--- src/sv/ewv_pkg.sv ---
// Shared types, constants and helpers of the encoder window velocity unit.
package ewv_pkg;

   localparam int BYTE_W    = 8;
   localparam int TIME_W    = 32;
   localparam int CIRC_W    = 24;
   localparam int TRACK_W   = 16;
   localparam int SPEED_W   = 40;
   localparam int MICROS_W  = 20;
   localparam int TICK_SHIFT = 8;

   localparam logic [BYTE_W-1:0]   HDR_ENCODER = 8'hDD;
   localparam logic [BYTE_W-1:0]   CMD_LEFT    = 8'h60;
   localparam logic [BYTE_W-1:0]   CMD_RIGHT   = 8'h70;
   localparam logic [MICROS_W-1:0] MICROS_PER_SEC = 20'd1000000;

   localparam logic [CIRC_W-1:0]  CIRC_RESET  = 24'd25737;
   localparam logic [TRACK_W-1:0] TRACK_RESET = 16'd95;

   // divider sized for the widest speed dividend while the summing span is at most 64 entries
   localparam int DIV_W     = 50;
   localparam int DEN_W     = 32;
   localparam int DIV_CNT_W = $clog2(DIV_W);

   typedef struct packed {
      logic             start;
      logic [DIV_W-1:0] dividend;
      logic [DEN_W-1:0] divisor;
   } div_req_type;

   typedef struct packed {
      logic             done;
      logic [DIV_W-1:0] quotient;
   } div_rsp_type;

   function automatic logic [SPEED_W-1:0] sat_speed(input logic neg,
                                                    input logic [DIV_W-1:0] q);
      logic [DIV_W-1:0] lim;
      lim = DIV_W'(1) << (SPEED_W - 1);
      if (neg) begin
         if (q > lim) begin
            sat_speed = {1'b1, {(SPEED_W-1){1'b0}}};
         end else begin
            sat_speed = SPEED_W'(~q[SPEED_W-1:0] + SPEED_W'(1));
         end
      end else begin
         if (q > lim - DIV_W'(1)) begin
            sat_speed = {1'b0, {(SPEED_W-1){1'b1}}};
         end else begin
            sat_speed = q[SPEED_W-1:0];
         end
      end
   endfunction

endpackage

--- src/sv/ewv_div.sv ---
// Shared restoring divider, one quotient bit per cycle.
module ewv_div
   import ewv_pkg::*;
(
   input  logic        clock,
   input  logic        reset,
   input  div_req_type div_req,
   output div_rsp_type div_rsp
);

   logic [DIV_W-1:0]     quo_ff;
   logic [DEN_W-1:0]     rem_ff;
   logic [DEN_W-1:0]     den_ff;
   logic [DIV_CNT_W-1:0] cnt_ff;
   logic                 busy_ff;
   logic                 done_ff;

   logic [DEN_W:0] rem_sh;
   logic [DEN_W:0] rem_sub;
   logic           fits;

   assign rem_sh  = {rem_ff, quo_ff[DIV_W-1]};
   assign rem_sub = rem_sh - {1'b0, den_ff};
   assign fits    = rem_sh >= {1'b0, den_ff};

   always_ff @(posedge clock) begin
      if (reset) begin
         busy_ff <= 1'b0;
         done_ff <= 1'b0;
         cnt_ff  <= '0;
      end else begin
         done_ff <= !div_req.start && busy_ff && (cnt_ff == DIV_CNT_W'(DIV_W - 1));
         if (div_req.start) begin
            busy_ff <= 1'b1;
            cnt_ff  <= '0;
            quo_ff  <= div_req.dividend;
            den_ff  <= div_req.divisor;
            rem_ff  <= '0;
         end else if (busy_ff) begin
            quo_ff <= {quo_ff[DIV_W-2:0], fits};
            rem_ff <= fits ? rem_sub[DEN_W-1:0] : rem_sh[DEN_W-1:0];
            cnt_ff <= cnt_ff + DIV_CNT_W'(1);
            if (cnt_ff == DIV_CNT_W'(DIV_W - 1)) begin
               busy_ff <= 1'b0;
            end
         end
      end
   end

   assign div_rsp.done     = done_ff;
   assign div_rsp.quotient = quo_ff;

endmodule

--- src/sv/encoder_window_velocity_unit.sv ---
// Top level of the windowed wheel encoder velocity estimator.
//
//  channel | direction | handshake            | payload
//  req     | in        | req_tvalid/tready    | tdata: header, command, tick, time
//  rsp     | out       | rsp_tvalid/tready    | tdata: speeds, rate; tuser: flags
//  csr     | in        | csr_wr_en            | csr_addr, csr_wdata
//
// Encoder frames pass the window sum, the multiply and the shared divider (speed quotient,
// then angular rate) before the next transaction is taken; other frames only the rate
// division. A zero span skips multiply and speed division, a zero track width the rate one.
// req_tready is high only while the sequencer waits for a frame.
// Reset is synchronous; history entries read as zero until written.
// A held result stalls only the final load of the output register.
module encoder_window_velocity_unit
   import ewv_pkg::*;
#(
   parameter int HISTORY_DEPTH = 10,
   parameter int SUM_SPAN      = 5
) (
   input  logic         clock,
   input  logic         reset,
   input  logic         req_tvalid,
   output logic         req_tready,
   input  logic [55:0]  req_tdata,   // frame_header, frame_command, tick_value, arrival_time_us
   output logic         rsp_tvalid,
   input  logic         rsp_tready,
   output logic [119:0] rsp_tdata,   // left_speed_q8, right_speed_q8, angular_rate_q8
   output logic [2:0]   rsp_tuser,   // left_updated, right_updated, zero_interval
   input  logic         csr_wr_en,
   input  logic [0:0]   csr_addr,
   input  logic [23:0]  csr_wdata
);

   localparam int N_SPAN    = (SUM_SPAN > HISTORY_DEPTH) ? HISTORY_DEPTH : SUM_SPAN;
   localparam int IDX_W     = $clog2(HISTORY_DEPTH);
   localparam int ADDR_W    = IDX_W + 1;
   localparam int MEM_DEPTH = 2 ** ADDR_W;
   localparam int ENT_W     = TIME_W + BYTE_W;
   localparam int CNT_W     = $clog2(N_SPAN + 1);
   localparam int SUM_W     = BYTE_W + $clog2(N_SPAN);
   localparam int P1_W      = SUM_W + CIRC_W;
   localparam int LO_W      = P1_W / 2;
   localparam int MAG_W     = P1_W + MICROS_W;

   typedef enum logic [0:0] {
      CSR_WHEEL_CIRC  = 1'b0,
      CSR_TRACK_WIDTH = 1'b1
   } csr_index_type;

   typedef enum logic [3:0] {
      S_IDLE,
      S_SUM,
      S_MUL_A,
      S_MUL_LO,
      S_MUL_HI,
      S_SPD_GO,
      S_SPD_WAIT,
      S_RATE_GO,
      S_RATE_WAIT,
      S_OUT
   } state_type;

   state_type            state_ff;
   logic [CIRC_W-1:0]    circ_ff;
   logic [TRACK_W-1:0]   track_ff;
   logic [IDX_W-1:0]     slot_ff [2];
   logic [IDX_W-1:0]     ptr_ff;
   logic                 wheel_ff;
   logic [CNT_W-1:0]     issue_cnt_ff;
   logic [CNT_W-1:0]     recv_cnt_ff;
   logic                 rd_pend_ff;
   logic signed [SUM_W-1:0] sum_ff;
   logic [TIME_W-1:0]    t_old_ff;
   logic [TIME_W-1:0]    span_ff;
   logic [P1_W-1:0]      prod1_ff;
   logic [MAG_W-1:0]     mag_ff;
   logic [SPEED_W-1:0]   left_speed_ff;
   logic [SPEED_W-1:0]   right_speed_ff;
   logic [SPEED_W-1:0]   rate_ff;
   logic                 rate_neg_ff;
   logic                 lu_ff, ru_ff, zi_ff;
   logic                 rsp_valid_ff;
   logic [119:0]         rsp_data_ff;
   logic [2:0]           rsp_user_ff;

   logic [ENT_W-1:0]     mem [MEM_DEPTH];
   logic [MEM_DEPTH-1:0] vld_ff;
   logic [ENT_W-1:0]     rd_data_ff;
   logic                 rd_vld_ff;

   logic [BYTE_W-1:0]    in_hdr, in_cmd, in_tick;
   logic [TIME_W-1:0]    in_time;
   logic                 accept, is_left, is_right, is_wheel;
   logic                 rsp_load;
   logic [IDX_W-1:0]     cur_slot, slot_in, ptr_in;
   logic                 mem_we;
   logic [ADDR_W-1:0]    mem_waddr, rd_addr;
   logic signed [BYTE_W-1:0] ent_tick;
   logic [TIME_W-1:0]    ent_time, t_old_sel;
   logic [SUM_W-1:0]     sum_mag;
   logic signed [SPEED_W:0] diff;
   logic [SPEED_W:0]     diff_mag;
   logic [DIV_W-1:0]     spd_dividend, rate_dividend;
   div_req_type          div_req;
   div_rsp_type          div_rsp;

   assign in_hdr  = req_tdata[7:0];
   assign in_cmd  = req_tdata[15:8];
   assign in_tick = req_tdata[23:16];
   assign in_time = req_tdata[55:24];

   assign req_tready = (state_ff == S_IDLE);
   assign accept     = req_tvalid && req_tready;
   assign is_left    = (in_hdr == HDR_ENCODER) && (in_cmd == CMD_LEFT);
   assign is_right   = (in_hdr == HDR_ENCODER) && (in_cmd == CMD_RIGHT);
   assign is_wheel   = is_left || is_right;
   assign rsp_load   = (state_ff == S_OUT) && (!rsp_valid_ff || rsp_tready);

   assign cur_slot  = slot_ff[is_right];
   assign slot_in   = (cur_slot == IDX_W'(HISTORY_DEPTH - 1)) ? '0 : cur_slot + IDX_W'(1);
   assign ptr_in    = (ptr_ff == IDX_W'(HISTORY_DEPTH - 1)) ? '0 : ptr_ff + IDX_W'(1);
   assign mem_we    = accept && is_wheel;
   assign mem_waddr = {is_right, cur_slot};
   assign rd_addr   = {wheel_ff, ptr_ff};

   always_ff @(posedge clock) begin
      if (mem_we) begin
         mem[mem_waddr] <= {in_time, in_tick};
      end
      rd_data_ff <= mem[rd_addr];
   end

   always_ff @(posedge clock) begin
      if (reset) begin
         vld_ff    <= '0;
         rd_vld_ff <= 1'b0;
      end else begin
         if (mem_we) begin
            vld_ff[mem_waddr] <= 1'b1;
         end
         rd_vld_ff <= vld_ff[rd_addr];
      end
   end

   assign ent_tick  = rd_vld_ff ? rd_data_ff[BYTE_W-1:0] : '0;
   assign ent_time  = rd_vld_ff ? rd_data_ff[ENT_W-1:BYTE_W] : '0;
   assign t_old_sel = (recv_cnt_ff == '0) ? ent_time : t_old_ff;

   assign sum_mag = sum_ff[SUM_W-1] ? (~sum_ff + SUM_W'(1)) : sum_ff;
   assign diff    = $signed({right_speed_ff[SPEED_W-1], right_speed_ff})
                  - $signed({left_speed_ff[SPEED_W-1], left_speed_ff});
   assign diff_mag = diff[SPEED_W] ? (~diff + (SPEED_W+1)'(1)) : diff;

   assign spd_dividend  = DIV_W'(mag_ff[MAG_W-1:TICK_SHIFT]);
   assign rate_dividend = DIV_W'({diff_mag, {TICK_SHIFT{1'b0}}});

   always_comb begin
      div_req.start    = (state_ff == S_SPD_GO) ||
                         ((state_ff == S_RATE_GO) && (track_ff != '0));
      div_req.dividend = (state_ff == S_SPD_GO) ? spd_dividend : rate_dividend;
      div_req.divisor  = (state_ff == S_SPD_GO) ? span_ff : DEN_W'(track_ff);
   end

   ewv_div u_div (
      .clock   (clock),
      .reset   (reset),
      .div_req (div_req),
      .div_rsp (div_rsp)
   );

   always_ff @(posedge clock) begin
      if (reset) begin
         state_ff       <= S_IDLE;
         circ_ff        <= CIRC_RESET;
         track_ff       <= TRACK_RESET;
         slot_ff[0]     <= '0;
         slot_ff[1]     <= '0;
         ptr_ff         <= '0;
         wheel_ff       <= 1'b0;
         issue_cnt_ff   <= '0;
         recv_cnt_ff    <= '0;
         rd_pend_ff     <= 1'b0;
         sum_ff         <= '0;
         left_speed_ff  <= '0;
         right_speed_ff <= '0;
         lu_ff          <= 1'b0;
         ru_ff          <= 1'b0;
         zi_ff          <= 1'b0;
         rsp_valid_ff   <= 1'b0;
      end else begin
         if (csr_wr_en) begin
            case (csr_index_type'(csr_addr))
               CSR_WHEEL_CIRC:  circ_ff  <= csr_wdata[CIRC_W-1:0];
               CSR_TRACK_WIDTH: track_ff <= csr_wdata[TRACK_W-1:0];
               default: ;
            endcase
         end

         if (rsp_load) begin
            rsp_valid_ff <= 1'b1;
         end else if (rsp_tready) begin
            rsp_valid_ff <= 1'b0;
         end

         rd_pend_ff <= (state_ff == S_SUM) && (issue_cnt_ff < CNT_W'(N_SPAN));

         case (state_ff)
            S_IDLE: begin
               if (accept) begin
                  lu_ff <= is_left;
                  ru_ff <= is_right;
                  zi_ff <= 1'b0;
                  if (is_wheel) begin
                     wheel_ff          <= is_right;
                     slot_ff[is_right] <= slot_in;
                     ptr_ff            <= slot_in;
                     issue_cnt_ff      <= '0;
                     recv_cnt_ff       <= '0;
                     sum_ff            <= '0;
                     state_ff          <= S_SUM;
                  end else begin
                     state_ff <= S_RATE_GO;
                  end
               end
            end
            S_SUM: begin
               if (issue_cnt_ff < CNT_W'(N_SPAN)) begin
                  ptr_ff       <= ptr_in;
                  issue_cnt_ff <= issue_cnt_ff + CNT_W'(1);
               end
               if (rd_pend_ff) begin
                  sum_ff      <= sum_ff + SUM_W'(ent_tick);
                  t_old_ff    <= t_old_sel;
                  recv_cnt_ff <= recv_cnt_ff + CNT_W'(1);
                  if (recv_cnt_ff == CNT_W'(N_SPAN - 1)) begin
                     span_ff  <= ent_time - t_old_sel;
                     state_ff <= S_MUL_A;
                  end
               end
            end
            S_MUL_A: begin
               if (span_ff == '0) begin
                  zi_ff <= 1'b1;
                  if (wheel_ff) begin
                     right_speed_ff <= '0;
                  end else begin
                     left_speed_ff <= '0;
                  end
                  state_ff <= S_RATE_GO;
               end else begin
                  prod1_ff <= P1_W'(sum_mag) * P1_W'(circ_ff);
                  state_ff <= S_MUL_LO;
               end
            end
            S_MUL_LO: begin
               mag_ff   <= MAG_W'(prod1_ff[LO_W-1:0]) * MAG_W'(MICROS_PER_SEC);
               state_ff <= S_MUL_HI;
            end
            S_MUL_HI: begin
               mag_ff   <= mag_ff + ((MAG_W'(prod1_ff[P1_W-1:LO_W]) * MAG_W'(MICROS_PER_SEC))
                                     << LO_W);
               state_ff <= S_SPD_GO;
            end
            S_SPD_GO: begin
               state_ff <= S_SPD_WAIT;
            end
            S_SPD_WAIT: begin
               if (div_rsp.done) begin
                  if (wheel_ff) begin
                     right_speed_ff <= sat_speed(sum_ff[SUM_W-1], div_rsp.quotient);
                  end else begin
                     left_speed_ff <= sat_speed(sum_ff[SUM_W-1], div_rsp.quotient);
                  end
                  state_ff <= S_RATE_GO;
               end
            end
            S_RATE_GO: begin
               rate_neg_ff <= diff[SPEED_W];
               if (track_ff == '0) begin
                  rate_ff  <= '0;
                  state_ff <= S_OUT;
               end else begin
                  state_ff <= S_RATE_WAIT;
               end
            end
            S_RATE_WAIT: begin
               if (div_rsp.done) begin
                  rate_ff  <= sat_speed(rate_neg_ff, div_rsp.quotient);
                  state_ff <= S_OUT;
               end
            end
            S_OUT: begin
               if (rsp_load) begin
                  rsp_data_ff  <= {rate_ff, right_speed_ff, left_speed_ff};
                  rsp_user_ff  <= {zi_ff, ru_ff, lu_ff};
                  state_ff     <= S_IDLE;
               end
            end
            default: state_ff <= S_IDLE;
         endcase
      end
   end

   assign rsp_tvalid = rsp_valid_ff;
   assign rsp_tdata  = rsp_data_ff;
   assign rsp_tuser  = rsp_user_ff;

endmodule

--- config.mk ---
export PLATFORM = sky130hd
export DESIGN_NAME = encoder_window_velocity_unit
export DESIGN_NICKNAME = d
export VERILOG_FILES = /design/src/sv/ewv_pkg.sv /design/src/sv/ewv_div.sv /design/src/sv/encoder_window_velocity_unit.sv
export SDC_FILE = /design/constraint.sdc
export NUM_CORES = 2
export LEC_CHECK = 0
export BUFFER_PORTS_ARGS = -buffer_cell sky130_fd_sc_hd__buf_2
export CAP_MARGIN = 20
export CORE_UTILIZATION = 63
export CTS_CLUSTER_DIAMETER = 100
export DETAILED_ROUTE_END_ITERATION = 10
export GPL_TIMING_DRIVEN = 0
export PLACE_DENSITY = 0.76
export SLEW_MARGIN = 25
export SYNTH_ARGS = -nofsm -noshare
export SYNTH_HDL_FRONTEND = slang
export SYNTH_SLANG_ARGS = --single-unit
export TNS_END_PERCENT = 5
--- constraint.sdc ---
create_clock -name clock -period 15.7 [get_ports clock]
set_clock_uncertainty 0.05 [all_clocks]
set_input_delay 0.785 -clock clock [delete_from_list [all_inputs] [get_ports clock]]
set_output_delay 0.785 -clock clock [all_outputs]
set_load 0.005 [all_outputs]
After elaboration in Yosys (flattened, before gate mapping)
Memory sizes are Yosys's and may differ from the RTL's. A register that Yosys moved wholly into a read port is not among the register bits.
Cells that the tools add are included.
{ "totals": {"register_bits": 624, "mem_bits_rw": 1288, "input_bits": 86, "out_inout_bits": 125, "elab_cells": 221, "memories": 2} }
{ "mem_list": {"columns": ["memory", "words", "word_bits", "rd", "rd_clocked_by_memory_dff", "write_ports", "line_no", "rtl"], "rows": [
  ["mem", 32, 40, 1, 1, 1, "encoder_window_velocity_unit.sv:86", "logic [ENT_W-1:0] mem [MEM_DEPTH];"],
  ["slot_ff", 2, 4, 1, 0, 2, "encoder_window_velocity_unit.sv:66", "logic [IDX_W-1:0] slot_ff [2];"]
]} }
{ "classes": {"addsub": 13, "n_mul": 3, "magnitude_cmp": 7, "n_eq_ne": 30, "n_mux": 79, "bitwise_logic": 7, "reduce_logical": 48} }
{ "op_table": {"columns": ["cell", "n"], "rows": [
  ["two-way mux 40 bit", 14],
  ["case mux 40 bit (2 select lines)", 3],
  ["two-way mux 32 bit", 4],
  ["case mux 55 bit (2 select lines)", 1],
  ["two-way mux 50 bit", 2],
  ["subtractor 32 bit", 2],
  ["adder 55 bit", 1],
  ["greater-than comparator 50 x 39 -> 1 bit, second input constant", 1],
  ["greater-than comparator 50 x 40 -> 1 bit, second input constant", 1],
  ["two-way mux 49 bit", 1],
  ["two-way mux 4 bit", 12],
  ["two-way mux 11 bit", 4],
  ["adder 41 x 2 -> 41 bit, second input constant", 1],
  ["two-way mux 41 bit", 1],
  ["NOT 41 bit", 1],
  ["subtractor 40 x 40 -> 41 bit", 1],
  ["adder 40 x 1 -> 40 bit, second input constant", 1],
  ["NOT 40 bit", 1],
  ["case mux 4 bit (10 select lines)", 1],
  ["multiplier 11 x 24 -> 35 bit", 1],
  [">= comparator 33 x 32 -> 1 bit", 1],
  ["logical NOT 32 bit", 1],
  ["multiplier 18 x 14 -> 32 bit, second input constant", 1],
  ["OR 32 bit", 1],
  ["other kinds (46)", 129]
]} }

Longest topological paths before layout
{ "logic_depth": {"word_depth": 10, "depth_mapped": 32, "depth_no_buf": 30} }

Hierarchy
Synthesis repeated with hierarchy kept, for this count alone.
{ "unflattened": {"cells_unflattened": 7452, "hier_area_um2": 99984.6} }
{ "by_module_without_submodules": {"columns": ["module", "n_inst", "cells_each", "area_per_inst_um2", "seq_area_each_um2"], "rows": [
  ["encoder_window_velocity_unit", 1, 6825, 93059.3, 52470.3],
  ["ewv_div", 1, 627, 6925.4, 3583.4]
]} }

Worst setup path before layout
No wires, ideal clock.
{ "synth_timing": {"path_type": "input-to-reg", "startpoint": "input reset", "endpoint": "register rsp_data_ff[0] (netlist: rsp_tdata[0]) (enable)", "setup_ns": 0.781, "t_arrival_ns": 10.291, "required_ns": 14.869, "path_slack_ns": 4.578, "stages": 4, "n_path_buf": 3, "path_cell_list": "clkbuf_1 -> clkbuf_1 -> clkbuf_1 -> nor3b_1"} }
{ "synth_between": {"elab_chain_len": 2} }
{ "synth_rtl": {"columns": ["item", "line_no", "rtl"], "rows": [
  ["start, declared", "encoder_window_velocity_unit.sv:21", "input logic reset,"],
  ["NOT 1 bit (no source line)", null, null],
  ["AND reduction 3 bit (no source line)", null, null],
  ["end signal, assigned", "encoder_window_velocity_unit.sv:294", "rsp_data_ff <= {rate_ff, right_speed_ff, left_speed_ff};"],
  ["end, declared", "encoder_window_velocity_unit.sv:83", "logic [119:0] rsp_data_ff;"]
]} }
No other way between the ends.
A chain may end at the register's enable or synchronous reset.

Worst setup path in the final report
{ "layout_timing": {"startpoint": "register sum_ff[0]", "endpoint": "register prod1_ff[34], data pin"} }
{ "layout_between": {"elab_chain_len": 4} }
{ "layout_rtl": {"columns": ["item", "line_no", "rtl"], "rows": [
  ["start, declared", "encoder_window_velocity_unit.sv:72", "logic signed [SUM_W-1:0] sum_ff;"],
  ["start signal, assigned", "encoder_window_velocity_unit.sv:232", "sum_ff <= sum_ff + SUM_W'(ent_tick);"],
  ["NOT 11 bit", "encoder_window_velocity_unit.sv:149", "assign sum_mag = sum_ff[SUM_W-1] ? (~sum_ff + SUM_W'(1)) : sum_ff;"],
  ["adder 11 x 2 -> 11 bit", "encoder_window_velocity_unit.sv:149", null],
  ["two-way mux 11 bit (*)", "encoder_window_velocity_unit.sv:149", null],
  ["multiplier 11 x 24 -> 35 bit (*)", "encoder_window_velocity_unit.sv:251", "prod1_ff <= P1_W'(sum_mag) * P1_W'(circ_ff);"],
  ["end signal, assigned", "encoder_window_velocity_unit.sv:251", null],
  ["end, declared", "encoder_window_velocity_unit.sv:75", "logic [P1_W-1:0] prod1_ff;"]
]} }
Mark *: on every way between the ends. The rest lies on a longest branch, timed or not.

==> results <==
- The maximum root-to-sink buffer count is 3.
- The standard cell core area is around 150000 um^2.
- The first-pass iteration count of the detailed router is 6.
- Yosys attributes the largest share of cell area to sky130_fd_sc_hd__edfxtp_1 52%, sky130_fd_sc_hd__mux4_2 9.3%, sky130_fd_sc_hd__fa_1 6.6%.
- The final period utilization is 0.602.
- The setup violation total in the final timing report is 0.
- The final period demand of the worst path is roughly 9.5 ns.
- The initial antenna violation count came to 17.
- The detailed-placement wirelength estimate is 197 mm.
- The relative slew slack is 0.199.
- Across the VDD grid, the largest voltage drop is 570 uV.
- The critical path endpoint category is a flip-flop.
- After the last flow step, the layout net total stands at between 8000 and 9000.
- The total power of the final layout is between 15000 and 20000 uW.
- The routed wire length is just under 300 mm.
- The remaining antenna violation count is 0.
- The average routed wire per standard cell is 29.0 um.
- Across every metal layer, demand over resource in global routing totals 0.369.
- The clock tree from TritonCTS is built.
- The final cell utilization of the core is 0.718.
- The level count of the clock H-tree is 4.
- The max-slew violation total from the final report is 0.
- The total DRC errors in the routed layout is 0.
- The most frequent cell after synthesis is sky130_fd_sc_hd__edfxtp_1.
- Max-cap violations in this run came to 0.
- In the synthesized netlist the dominant register cell turns out to be sky130_fd_sc_hd__edfxtp_1.
- After routing the design area is roughly 110000 um^2.
- Setup repair after global routing left no endpoint under its margin.
- After synthesis the cells add up to approximately 99000 um^2.
- The net count of the mapped netlist is between 8000 and 9000.
- For the worst-skew pair, the clock arrives at the later sink with an insertion delay of roughly 0.84 ns.
- The sink count of the clock tree is around 1900.
- The timing-limited maximum frequency is 106 MHz.
- The number of different library cells used by synthesis comes to 86.
- During synthesis, Yosys emitted a total of 0 warnings.
- The total grt overflow is 0.
- Adding up every negative setup slack in the final design gives 0 ns.
- The number of post-CTS setup repair buffers is 0.
- The synthesized design contains between 1500 and 2000 enable-type register cells.
- The leakage power total is 0.0405 uW.
- The measured slew at the worst slew-check pin is between 1 and 1.5 ns.
- The number of global-route vias before repair is about 66000.
- The commonest cells after synthesis are 1712 x sky130_fd_sc_hd__edfxtp_1, 853 x sky130_fd_sc_hd__nand2_1, 538 x sky130_fd_sc_hd__inv_1.
- The number of core rows is between 100 and 150.
- The share of the synthesized area in the top cell type is 0.520.
- The post-cts sizing count is 0.
- The die boundary height is about 400 um.
- In this run, CTS created clock tree buffers numbering between 150 and 200.
- For this run, asynchronously set or reset flops after synthesis account for 0.
- The initial core utilization is 0.638.
- The critical path's largest stage delay is around 0.9 ns.
- The pin count of the biggest net entering global routing is 33.
- In this run the worst hold path is classified as primary input to flip-flop.
- Each instance of the synthesized netlist takes up on average around 14 um^2.
- Once placement finished, the instance area stood at 105000 um^2.
- The cell type with the largest total area after synthesis is sky130_fd_sc_hd__edfxtp_1.
- The synthesized flop and latch total is around 1900.
- The full die area is about 160000 um^2.
- Using the TritonRoute via totals, the vias-per-cell ratio works out to approximately 6.5.
- The share of the yosys chip area belonging to registers is 0.567.
- The run finished with clean final reports.
- Dividing total power by cell area gives a power density of around 170 nW/um^2.
- The via count is around 65000.
- The worst setup path is of the flip-flop to flip-flop kind.
- Data on the critical path is required at its endpoint by ~16 ns.
- The I/O pin count is 211.
- At the end of routability-driven placement, the weighted congestion stood at 0.975.
- The number of cells produced by synthesis is roughly 7300.
- The detailed router finished its first iteration with a little over 8000 violations.
- The hold violation total from the final report is 0.
- For the worst setup path, the data arrival time is just under 10 ns.
- The peak fanout along the critical path is 10.
- The tree is rooted in a sky130_fd_sc_hd__clkbuf_16.
- The nature of the critical path startpoint is a flip-flop.
- Buffers inserted to repair hold after CTS numbered 0.
- The cell at the slowest stage of the critical path is sky130_fd_sc_hd__xor2_1.
- The clock transition time at the flip-flop clock pins of the worst setup and hold paths is 0.06 ns.
- The share of layout cells above drive strength 1 is 0.145.
- The x dimension of the die is between 300 and 400 um.
- The area growth from synthesis to layout is 12.6%.
- The port buffer count is between 200 and 250.
- The first global-routing pass estimated ~430 mm of wire.
## kinds of logic (layout without fill, tap and decap cells)
family                   Yosys count  after routing  share of synthesized area
XOR/XNOR                         253            253                     0.0224
multiplexers                     428            428                     0.0953
AND/OR/NAND/NOR                 1990           1990                     0.0911
AO/OA/AOI/OAI                   1038           1038                     0.0676
other                              0              7                          0
adder cells (fa/ha/maj)          774            774                      0.123
buffers and inverters            875           1544                     0.0335
flip-flops                      1944           1944                      0.567
## cell type report
cell class              count  area [um^2]
clock inverters            99         1100
flip-flops and latches   1944        56100
diodes                      7         17.5
plain buffers             336         1340
multi-input cells        4483        39800
repair buffers            320         3270
well taps                2044         2560
clock buffers             250         5130
fillers                  9819        43700
inverters                 539         2020
## power by group
group	internal [uW]	switching (uW)	total (uW)
Sequential	5960	191	6150
Combinational	3770	4820	8590
Clock	2530	2080	4600
## layer usage
layer	up-vias	global-route usage	wire length, um
met5	-	0	102
met4	14	0.226	21100
met3	1026	0.0803	28900
met2	4144	0.618	142000
met1	32250	0.437	98000
li1	27734	-	-
## metrics by stage
step	worst slack, ns	std cells	hold slack [ns]
after floorplan	4.58	7302	0.350
after global placement	-0.0630	9555	0.352
after detailed placement	6.53	9664	0.355
after CTS	6.42	10013	0.135
after global routing	5.79	10016	0.144
final	6.24	10022	0.167
## path summary, 6_finish.rpt
check	cells past startpoint	startpoint	end	slack, ns
max	31	sum_ff[0]$_SDFFE_PP0P_	prod1_ff[34]$_DFFE_PP_	6.24
min	3	csr_wdata[19]	circ_ff[19]$_SDFFE_PP0P_	0.17
max reg2reg	31	sum_ff[0]$_SDFFE_PP0P_	prod1_ff[34]$_DFFE_PP_	6.24
min reg2reg	0	rate_ff[37]$_SDFFCE_PN0P_	rsp_tdata[117]$_DFFE_PP_	0.34
## flip-flops by register name (all words and copies together), names as in the netlist, 3 cells and up
signal,flops
left_speed_ff,40
u_div.rem_ff,32
span_ff,32
track_ff,16
state_ff,4
issue_cnt_ff,3
u_div.quo_ff,50
rsp_tdata,120
rsp_tuser,3
recv_cnt_ff,3
mag_ff,47
rd_data_ff,40
u_div.cnt_ff,6
u_div.den_ff,32
ptr_ff,4
rate_ff,40
slot_ff,8
vld_ff,32
right_speed_ff,40
circ_ff,24
mem,1280
t_old_ff,32
sum_ff,11
prod1_ff,35
## placed cells by master (no fill, tap or decap), types with 38 or more instances in the layout
| master | n |
|---|---|
| sky130_fd_sc_hd__edfxtp_1 | 1712 |
| sky130_fd_sc_hd__nand2_1 | 853 |
| sky130_fd_sc_hd__inv_1 | 538 |
| sky130_fd_sc_hd__nor2_1 | 465 |
| sky130_fd_sc_hd__ha_1 | 447 |
| sky130_fd_sc_hd__mux4_2 | 410 |
| sky130_fd_sc_hd__a21oi_1 | 354 |
| sky130_fd_sc_hd__fa_1 | 327 |
| sky130_fd_sc_hd__clkbuf_1 | 293 |
| sky130_fd_sc_hd__buf_2 | 238 |
| sky130_fd_sc_hd__dfxtp_1 | 232 |
| sky130_fd_sc_hd__clkbuf_16 | 192 |
| sky130_fd_sc_hd__xnor2_1 | 164 |
| sky130_fd_sc_hd__o21ai_0 | 162 |
| sky130_fd_sc_hd__nor2b_1 | 109 |
| sky130_fd_sc_hd__a21o_1 | 104 |
| sky130_fd_sc_hd__nor3_1 | 94 |
| sky130_fd_sc_hd__and2_1 | 90 |
| sky130_fd_sc_hd__xor2_1 | 89 |
| sky130_fd_sc_hd__o21a_1 | 83 |
| sky130_fd_sc_hd__nand3_1 | 70 |
| sky130_fd_sc_hd__and3_1 | 59 |
| sky130_fd_sc_hd__buf_16 | 53 |
| sky130_fd_sc_hd__nand2b_1 | 45 |
| sky130_fd_sc_hd__a221oi_1 | 38 |
## worst max-delay path, delay by kind of cell (launching register included)
kind	cells	cell delay, ns
flip-flops	1	0.33
XOR/XNOR	2	1.04
buffers and inverters	8	1.81
AO/OA/AOI/OAI	10	1.85
AND/OR/NAND/NOR	4	1.10
adder cells (fa/ha/maj)	7	2.95
Note: power is estimated with default switching activity, not from simulation.
